## src/rtl/kvbrf_pkg.sv

```systemverilog
// Types, constants and codes shared by the binary request framer.
`default_nettype none

package kvbrf_pkg;

	localparam int HEADER_BYTES = 24;
	localparam int HDR_CNT_W    = 5;

	localparam logic [7:0] REQ_MAGIC  = 8'h80;
	localparam logic [7:0] EXTRAS_SET = 8'd8;
	localparam logic [7:0] OP_GET     = 8'h00;
	localparam logic [7:0] OP_SET     = 8'h01;
	localparam logic [7:0] OP_DELETE  = 8'h04;

	localparam logic [15:0] MAX_KEY_RESET = 16'd250;
	localparam logic [31:0] MAX_VAL_RESET = 32'd1048576;

	typedef enum logic [0:0] {
		CFG_MAX_KEY = 1'b0,
		CFG_MAX_VAL = 1'b1
	} cfg_idx_t;

	typedef enum logic [1:0] {
		PH_IDLE,
		PH_HEADER,
		PH_BODY,
		PH_CLOSED
	} phase_t;

	typedef enum logic [2:0] {
		ST_OK      = 3'd0,
		ST_INVAL   = 3'd1,
		ST_TOOBIG  = 3'd2,
		ST_UNKNOWN = 3'd3,
		ST_MAGIC   = 3'd4
	} status_t;

	typedef struct packed {
		logic [7:0]  opcode;
		logic [15:0] key_length;
		logic [7:0]  extras_length;
		logic [31:0] body_length;
	} hdr_t;

	typedef struct packed {
		logic [15:0] max_key_length;
		logic [31:0] max_value_length;
	} limits_t;

	typedef struct packed {
		status_t     status;
		logic        close_session;
		logic [7:0]  opcode;
		logic [15:0] key_length;
		logic [7:0]  extras_length;
		logic [31:0] body_length;
		logic [31:0] opaque_tag;
		logic [63:0] cas_value;
	} result_t;

endpackage

`default_nettype wire

```

## src/rtl/kvbrf_check.sv

```systemverilog
// Header validation: length rules and configured limits per opcode.
`default_nettype none

module kvbrf_check (
	input  kvbrf_pkg::hdr_t    hdr,
	input  kvbrf_pkg::limits_t limits,
	output kvbrf_pkg::status_t status
);
	import kvbrf_pkg::*;

	logic [32:0] key_plus_extras;
	logic [33:0] value_limit;
	logic        set_inval;
	logic        set_toobig;
	logic        gd_inval;

	assign key_plus_extras = {17'd0, hdr.key_length} + {25'd0, EXTRAS_SET};
	assign value_limit     = {2'd0, limits.max_value_length} + {1'b0, key_plus_extras};

	assign set_inval = (hdr.extras_length != EXTRAS_SET) || (hdr.key_length == 16'd0) ||
		({1'b0, hdr.body_length} < key_plus_extras) ||
		(hdr.key_length > limits.max_key_length);
	assign set_toobig = {2'd0, hdr.body_length} > value_limit;
	assign gd_inval = (hdr.extras_length != 8'd0) || (hdr.key_length == 16'd0) ||
		(hdr.body_length != {16'd0, hdr.key_length});

	always_comb begin
		case (hdr.opcode)
			OP_SET: begin
				if (set_inval)
					status = ST_INVAL;
				else if (set_toobig)
					status = ST_TOOBIG;
				else
					status = ST_OK;
			end
			OP_GET, OP_DELETE: begin
				status = gd_inval ? ST_INVAL : ST_OK;
			end
			default: begin
				status = ST_UNKNOWN;
			end
		endcase
	end

endmodule

`default_nettype wire

```

## src/rtl/kv_binary_request_framer_core.sv

```systemverilog
// Binary key-value request framer: header parse, validation, body count.
//
// Usage:
//   s_axis carries the request stream, one byte per item in tdata.
//   m_axis carries result items: tuser holds status and close_session,
//   tdata holds the header fields of the request.
//   cfg writes max_key_length (index 0) and max_value_length (index 1);
//   cfg_ready is always high. Write only while the framer is idle.
// Throughput: one byte per cycle while s_axis_tready is high. A result is
//   registered at the byte that causes it (last header or last body byte).
// Results: status 0 at the last body byte of a valid request (or its last
//   header byte for an empty body); status 1/2 closes the stream; status 3
//   reports an unknown opcode and skips its body; a bad magic byte gives
//   status 4 and closes the stream. A closed stream drops every byte.
// Stalls: results go to a two-entry output buffer. Bytes keep flowing while
//   one result waits; s_axis_tready drops only when both entries are full.
// Reset: arst_n clears the parser to await magic, empties the output
//   buffer and restores the default limits.
`default_nettype none

module kv_binary_request_framer_core (
	input  wire         clk,
	input  wire         arst_n,
	input  wire         s_axis_tvalid,
	output logic        s_axis_tready,
	input  wire  [7:0]  s_axis_tdata,   // [7:0] data_byte
	output logic        m_axis_tvalid,
	input  wire         m_axis_tready,
	output logic [159:0] m_axis_tdata,  // [7:0] opcode, [23:8] key_length,
	                                    // [31:24] extras_length, [63:32] body_length,
	                                    // [95:64] opaque_tag, [159:96] cas_value
	output logic [3:0]  m_axis_tuser,   // [2:0] status, [3] close_session
	input  wire         cfg_valid,
	output logic        cfg_ready,
	input  wire  [0:0]  cfg_index,
	input  wire  [31:0] cfg_data
);
	import kvbrf_pkg::*;

	phase_t              phase_q, phase_nxt;
	logic [HDR_CNT_W-1:0] hdr_cnt_q;
	logic [7:0]          opcode_q;
	logic [15:0]         key_len_q;
	logic [7:0]          extras_len_q;
	logic [31:0]         body_len_q;
	logic [31:0]         opaque_q;
	logic [63:0]         cas_q;
	logic [31:0]         body_rem_q;
	limits_t             limits_q;

	logic    in_acc;
	logic    hdr_last;
	logic    body_last;
	status_t chk_status;
	hdr_t    hdr;
	logic    res_push;
	result_t res;

	result_t out_q, skid_q;
	logic    out_vld_q, skid_vld_q;
	logic    out_pop;

	assign cfg_ready     = 1'b1;
	assign s_axis_tready = !skid_vld_q;
	assign in_acc        = s_axis_tvalid && s_axis_tready;
	assign hdr_last      = (hdr_cnt_q == HDR_CNT_W'(HEADER_BYTES - 1));
	assign body_last     = (body_rem_q <= 32'd1);

	assign hdr = '{opcode: opcode_q, key_length: key_len_q,
		extras_length: extras_len_q, body_length: body_len_q};

	kvbrf_check u_check (
		.hdr    (hdr),
		.limits (limits_q),
		.status (chk_status)
	);

	// next phase
	always_comb begin
		phase_nxt = phase_q;
		case (phase_q)
			PH_IDLE: begin
				phase_nxt = (s_axis_tdata == REQ_MAGIC) ? PH_HEADER : PH_CLOSED;
			end
			PH_HEADER: begin
				if (hdr_last) begin
					if (chk_status == ST_INVAL || chk_status == ST_TOOBIG)
						phase_nxt = PH_CLOSED;
					else if (body_len_q != 32'd0)
						phase_nxt = PH_BODY;
					else
						phase_nxt = PH_IDLE;
				end
			end
			PH_BODY: begin
				if (body_last)
					phase_nxt = PH_IDLE;
			end
			default: begin
				phase_nxt = PH_CLOSED;
			end
		endcase
	end

	// result item
	always_comb begin
		res_push          = 1'b0;
		res.status        = ST_OK;
		res.close_session = 1'b0;
		res.opcode        = opcode_q;
		res.key_length    = key_len_q;
		res.extras_length = extras_len_q;
		res.body_length   = body_len_q;
		res.opaque_tag    = opaque_q;
		res.cas_value     = cas_q;
		case (phase_q)
			PH_IDLE: begin
				if (s_axis_tdata != REQ_MAGIC) begin
					res_push          = 1'b1;
					res.status        = ST_MAGIC;
					res.close_session = 1'b1;
					res.opcode        = '0;
					res.key_length    = '0;
					res.extras_length = '0;
					res.body_length   = '0;
					res.opaque_tag    = '0;
					res.cas_value     = '0;
				end
			end
			PH_HEADER: begin
				res.cas_value = {cas_q[55:0], s_axis_tdata};
				if (hdr_last) begin
					res.status = chk_status;
					if (chk_status == ST_INVAL || chk_status == ST_TOOBIG) begin
						res_push          = 1'b1;
						res.close_session = 1'b1;
					end else if (chk_status == ST_UNKNOWN || body_len_q == 32'd0) begin
						res_push = 1'b1;
					end
				end
			end
			PH_BODY: begin
				res_push = body_last &&
					(opcode_q == OP_GET || opcode_q == OP_SET || opcode_q == OP_DELETE);
			end
			default: begin
				res_push = 1'b0;
			end
		endcase
	end

	always_ff @(posedge clk or negedge arst_n) begin
		if (!arst_n) begin
			phase_q    <= PH_IDLE;
			hdr_cnt_q  <= '0;
			body_rem_q <= '0;
		end else if (in_acc) begin
			phase_q <= phase_nxt;
			case (phase_q)
				PH_IDLE: begin
					hdr_cnt_q <= HDR_CNT_W'(1);
				end
				PH_HEADER: begin
					hdr_cnt_q <= hdr_last ? '0 : hdr_cnt_q + HDR_CNT_W'(1);
					if (hdr_last)
						body_rem_q <= body_len_q;
				end
				PH_BODY: begin
					if (body_rem_q != 32'd0)
						body_rem_q <= body_rem_q - 32'd1;
				end
				default: begin
					hdr_cnt_q <= hdr_cnt_q;
				end
			endcase
		end
	end

	// header field capture, big-endian
	always_ff @(posedge clk or negedge arst_n) begin
		if (!arst_n) begin
			opcode_q     <= '0;
			key_len_q    <= '0;
			extras_len_q <= '0;
			body_len_q   <= '0;
			opaque_q     <= '0;
			cas_q        <= '0;
		end else if (in_acc) begin
			if (phase_q == PH_IDLE && s_axis_tdata == REQ_MAGIC) begin
				opcode_q     <= '0;
				key_len_q    <= '0;
				extras_len_q <= '0;
				body_len_q   <= '0;
				opaque_q     <= '0;
				cas_q        <= '0;
			end else if (phase_q == PH_HEADER) begin
				case (hdr_cnt_q) inside
					5'd1:           opcode_q     <= s_axis_tdata;
					[5'd2:5'd3]:    key_len_q    <= {key_len_q[7:0], s_axis_tdata};
					5'd4:           extras_len_q <= s_axis_tdata;
					[5'd8:5'd11]:   body_len_q   <= {body_len_q[23:0], s_axis_tdata};
					[5'd12:5'd15]:  opaque_q     <= {opaque_q[23:0], s_axis_tdata};
					[5'd16:5'd23]:  cas_q        <= {cas_q[55:0], s_axis_tdata};
					default:        opcode_q     <= opcode_q;
				endcase
			end
		end
	end

	always_ff @(posedge clk or negedge arst_n) begin
		if (!arst_n) begin
			limits_q.max_key_length   <= MAX_KEY_RESET;
			limits_q.max_value_length <= MAX_VAL_RESET;
		end else if (cfg_valid && cfg_ready) begin
			case (cfg_idx_t'(cfg_index))
				CFG_MAX_KEY: limits_q.max_key_length   <= cfg_data[15:0];
				CFG_MAX_VAL: limits_q.max_value_length <= cfg_data;
				default:     limits_q <= limits_q;
			endcase
		end
	end

	// two-entry output buffer
	assign out_pop = out_vld_q && m_axis_tready;

	always_ff @(posedge clk or negedge arst_n) begin
		if (!arst_n) begin
			out_vld_q  <= 1'b0;
			skid_vld_q <= 1'b0;
		end else if (out_pop) begin
			if (skid_vld_q) begin
				skid_vld_q <= 1'b0;
			end else begin
				out_vld_q <= in_acc && res_push;
			end
		end else if (in_acc && res_push) begin
			if (!out_vld_q)
				out_vld_q <= 1'b1;
			else
				skid_vld_q <= 1'b1;
		end
	end

	always_ff @(posedge clk) begin
		if (out_pop) begin
			out_q <= skid_vld_q ? skid_q : res;
		end else if (in_acc && res_push) begin
			if (!out_vld_q)
				out_q <= res;
			else
				skid_q <= res;
		end
	end

	assign m_axis_tvalid = out_vld_q;
	assign m_axis_tuser  = {out_q.close_session, out_q.status};
	assign m_axis_tdata  = {out_q.cas_value, out_q.opaque_tag, out_q.body_length,
		out_q.extras_length, out_q.key_length, out_q.opcode};

	a_skid_implies_out: assert property (@(posedge clk) disable iff (!arst_n)
		skid_vld_q |-> out_vld_q)
		else $error("skid entry held without a head entry");

	a_closed_sticks: assert property (@(posedge clk) disable iff (!arst_n)
		phase_q == PH_CLOSED |=> phase_q == PH_CLOSED)
		else $error("closed stream reopened without reset");

	a_close_status: assert property (@(posedge clk) disable iff (!arst_n)
		(m_axis_tvalid && m_axis_tuser[3]) |->
		(m_axis_tuser[2:0] == ST_INVAL || m_axis_tuser[2:0] == ST_TOOBIG ||
		 m_axis_tuser[2:0] == ST_MAGIC))
		else $error("close_session with a non-fatal status");

	a_body_nonzero: assert property (@(posedge clk) disable iff (!arst_n)
		phase_q == PH_BODY |-> body_rem_q != 32'd0)
		else $error("body phase with no bytes left");

endmodule

`default_nettype wire
```

## config.mk

```make
export PLATFORM = sky130hd
export DESIGN_NAME = kv_binary_request_framer_core
export DESIGN_NICKNAME = d
export VERILOG_FILES = /design/src/rtl/kvbrf_pkg.sv /design/src/rtl/kvbrf_check.sv /design/src/rtl/kv_binary_request_framer_core.sv
export SDC_FILE = /design/constraint.sdc
export NUM_CORES = 1
export LEC_CHECK = 0
export BUFFER_PORTS_ARGS = -buffer_cell sky130_fd_sc_hd__buf_2
export CELL_PAD_IN_SITES_DETAIL_PLACEMENT = 1
export CELL_PAD_IN_SITES_GLOBAL_PLACEMENT = 2
export CORE_UTILIZATION = 40
export CTS_BUF_LIST = sky130_fd_sc_hd__clkbuf_8
export DETAILED_ROUTE_END_ITERATION = 8
export PLACE_DENSITY = 0.79
export SLEW_MARGIN = 20
export SYNTH_ARGS = -nofsm -noshare
export SYNTH_HDL_FRONTEND = slang
export SYNTH_SLANG_ARGS = --single-unit
```

## constraint.sdc

```tcl
create_clock -name clk -period 21 [get_ports clk]
set_input_delay 2.1 -clock clk [delete_from_list [all_inputs] [get_ports clk]]
set_output_delay 2.1 -clock clk [all_outputs]
set_load 0.01 [all_outputs]
```

==> out/summary.txt <==
Seq/Total Area, Yosys - 60.1%
Seq pwr share - 44.9%
Clk Tree Root Cell - clkbuf_8
die area - 0.0680 sq mm
pwr dens - 120 mW/mm^2
DP Worst Slack - 12180 ps
worst reg2reg path endpoint - skid_q[85]$_DFFE_PP_
total power - 3.68 mW
post_cts resized - 0
1st-iter DRT viols - 1211
Slew @ Worst Pin - 1240 ps
Leak - 12.6 nW
post-route cell area - 0.0306 sq mm
Die Span X - 261 microns
# Post-CTS Setup Buffers - 0
drt drc - 22
fin. max-slew vios - 0
vias - 18.4k
Ys Warns - 0
grt total ovfl - 0
dpl cell area - 0.0287 sq mm
Fin Hold WS - 481 ps
total global-route track usage - 22.0%
Post-synth EDFFs - 328
synth cell count leaders - 328 x edfxtp_1, 284 x nand2_1, 242 x dfrtp_1
Int Pwr - 2.36 mW
max_slew headroom - 16.6%
DRT Pass-1 Iters - 7
Synth area leaders - edfxtp_1 37%, dfrtp_1 23%, mux2_2 8.6%
DP Cell Count - 3184
clock period minus worst slack - 8770 ps
Max H-tree Level - 3
Worst Reg2Reg Path Length in Cells - 27
core area - 0.0660 sq mm
Syn Nets - 2353
final period utilization - 41.8%
Worst path slowest cell - buf_4
Initial Util - 40.6%
io pins - 213
Longest Clk Path Bufs - 3
Final WS setup - 12230 ps
most instantiated library cell after synthesis - edfxtp_1
status - complete, but fails checks
top_reg_cell synth - edfxtp_1
cell count after synthesis - 2215
nature of the critical path endpoint - register
antenna-violating nets left - 0
final wirelength - 74400 microns
critical path startpoint category - register
RD Place Congestion - 0.853
RR Startpoint - key_len_q[5]$_DFFE_PN0P_
global-route wire length before repair - 115000 microns
CTS clk-pin slew, worst paths - 60 ps
Synth cell types - 71
Layout Utilization - 46.3%
Die H - 261 microns
drt wl/cell - 22.1 microns
peak supply drop - 0.0783 mV
number of global-route vias before repair - 19.2k
required time of the critical path - 21300 ps
largest net degree at the start of global routing - 148
syn_area_per_cell - 12.1 sq um
Seq cells post-synth - 577
initial antenna violation count - 2
critical path arrival - 9070 ps
Layout Cells excl Fill - 3369
Yosys top cell by area - edfxtp_1
CTS tree - done
clk_skew - 32.1 ps
RSZ-0062 raised after global routing - false
setup TNS - 0 ps
Synth Cell Area - 0.0268 sq mm
vias per inst - 5.47
cts bufs inserted - 96
cell row count - 94
Crit. Startpoint - key_len_q[5]$_DFFE_PN0P_
failing checks - DRC
critical path class - reg -> reg
Nets - 2557
Psw - 1.32 mW
clk_lat worst skew - 700 ps
crit-path max cell delay - 900 ps
Final Hold Vio Count - 0
clk sinks - 577
Setup-failing EPs final - 0
clock power share - 26.4%
Synth top area share - 36.8%
Port Buffers - 211
max cap viols - 0
fraction of registers with async set/reset - 43.2%
flop2flop setup slack - 12230 ps
Max FO, Critical Path - 72
hpwl dp - 49700 microns
Layout area overhead - 14.1%
min-delay worst type - reg -> reg
switching share of power - 35.9%
Hold-fix buffers, CTS - 0
Critical Path End - skid_q[85]$_DFFE_PP_
combinational power share - 28.6%
layout cells sized above 1 - 23.7%
Achievable Freq - 114 MHz
[sequential cells by signal (all words and copies together) (netlist names)]
name           cells
body_len_q        32
body_rem_q        32
cas_q             64
extras_len_q       8
hdr_cnt_q          5
key_len_q         16
limits_q          48
m_axis_tdata     160
m_axis_tuser       4
m_axis_tvalid      1
opaque_q          32
opcode_q           8
phase_q            2
skid_q           164
skid_vld_q         1
[worst max-delay path: cells and delay by family, from the launching register on]
family                   cells  cell delay (ps)
AO/OA/AOI/OAI                5             1790
XOR/XNOR                     2              570
adder cells (fa/ha/maj)      3              760
buffers and inverters        2             1680
flip-flops                   1              550
AND/OR/NAND/NOR             15             2960
[power by group through the flow]
stage / logic [mW] / registers [mW] / clock network [mW]
2_1_floorplan: 0.759 / 1.56 / 0
3_3_place_gp: 1.01 / 1.66 / 0
3_5_place_dp: 1.05 / 1.67 / 0
4_1_cts: 1.06 / 1.65 / 1.00
5_1_grt: 1.18 / 1.68 / 1.05
6_report: 1.05 / 1.65 / 0.973
[area by class of cell]
| cell class | count | area, sq um |
|---|---|---|
| clock buffer | 104 | 1430 |
| sequential | 577 | 16100 |
| clock inverter | 78 | 442 |
| inverter | 75 | 282 |
| multi-input combinational | 1438 | 9990 |
| tap | 864 | 1080 |
| antenna | 2 | 5.00 |
| timing repair buffer | 231 | 1240 |
| fill | 6983 | 35400 |
[worst min path at each step]
stage                                  start                       end  depth (start not counted)
global route           cas_q[59]$_DFFE_PN0P_     cas_q[59]$_DFFE_PN0P_                          2
floorplan           opaque_q[24]$_DFFE_PN0P_  opaque_q[24]$_DFFE_PN0P_                          2
CTS                    cas_q[62]$_DFFE_PN0P_     cas_q[62]$_DFFE_PN0P_                          2
detailed placement  opaque_q[28]$_DFFE_PN0P_  opaque_q[28]$_DFFE_PN0P_                          2
finish              opaque_q[26]$_DFFE_PN0P_  opaque_q[26]$_DFFE_PN0P_                          2
global placement    opaque_q[31]$_DFFE_PN0P_  opaque_q[31]$_DFFE_PN0P_                          2
[cell families (layout without fill, tap and decap cells)]
kind of cell	count (synthesis)	after routing	synth area share (%)
multiplexers	205	205	8.61
buffers and inverters	200	488	2.91
XOR/XNOR	53	53	1.73
AND/OR/NAND/NOR	647	647	11.6
AO/OA/AOI/OAI	440	440	10.7
other	1	3	0.0140
flip-flops	577	577	60.1
adder cells (fa/ha/maj)	92	92	4.33
[cells in the final DEF, fill, tap and decap left out, types with 7 or more instances in the layout]
master      n
a211oi_1   10
a21o_1      8
a21oi_1    61
a22o_1     81
a31oi_1    15
a32o_1     10
and2_1     75
and3_1     15
and4_1      9
buf_2     210
buf_4      17
clkbuf_8  104
clkinv_1   20
clkinv_2   17
dfrtp_1   242
dfstp_2     7
edfxtp_1  328
ha_1       91
inv_1     107
mux2_2    203
nand2_1   282
nand2b_1   11
nand3_1    52
nand4_1    21
nor2_1     78
nor2b_1     7
nor3_1     22
nor4_1     30
o21ai_0   164
o22ai_1    17
o31ai_1    31
or3_1       8
or4_1       8
xnor2_1    15
xor2_1     38
[routing by layer]
metal	GRT usage (%)	routed length [microns]	vias to the layer above	share of wire (%)
met5	0	0	-	0
met4	6.35	1560	0	2.1
met3	3.27	3120	104	4.2
met2	36.0	35700	409	48
met1	30.3	34000	9382	46
li1	-	-	8544	-
(Power assumes the default switching activity.)
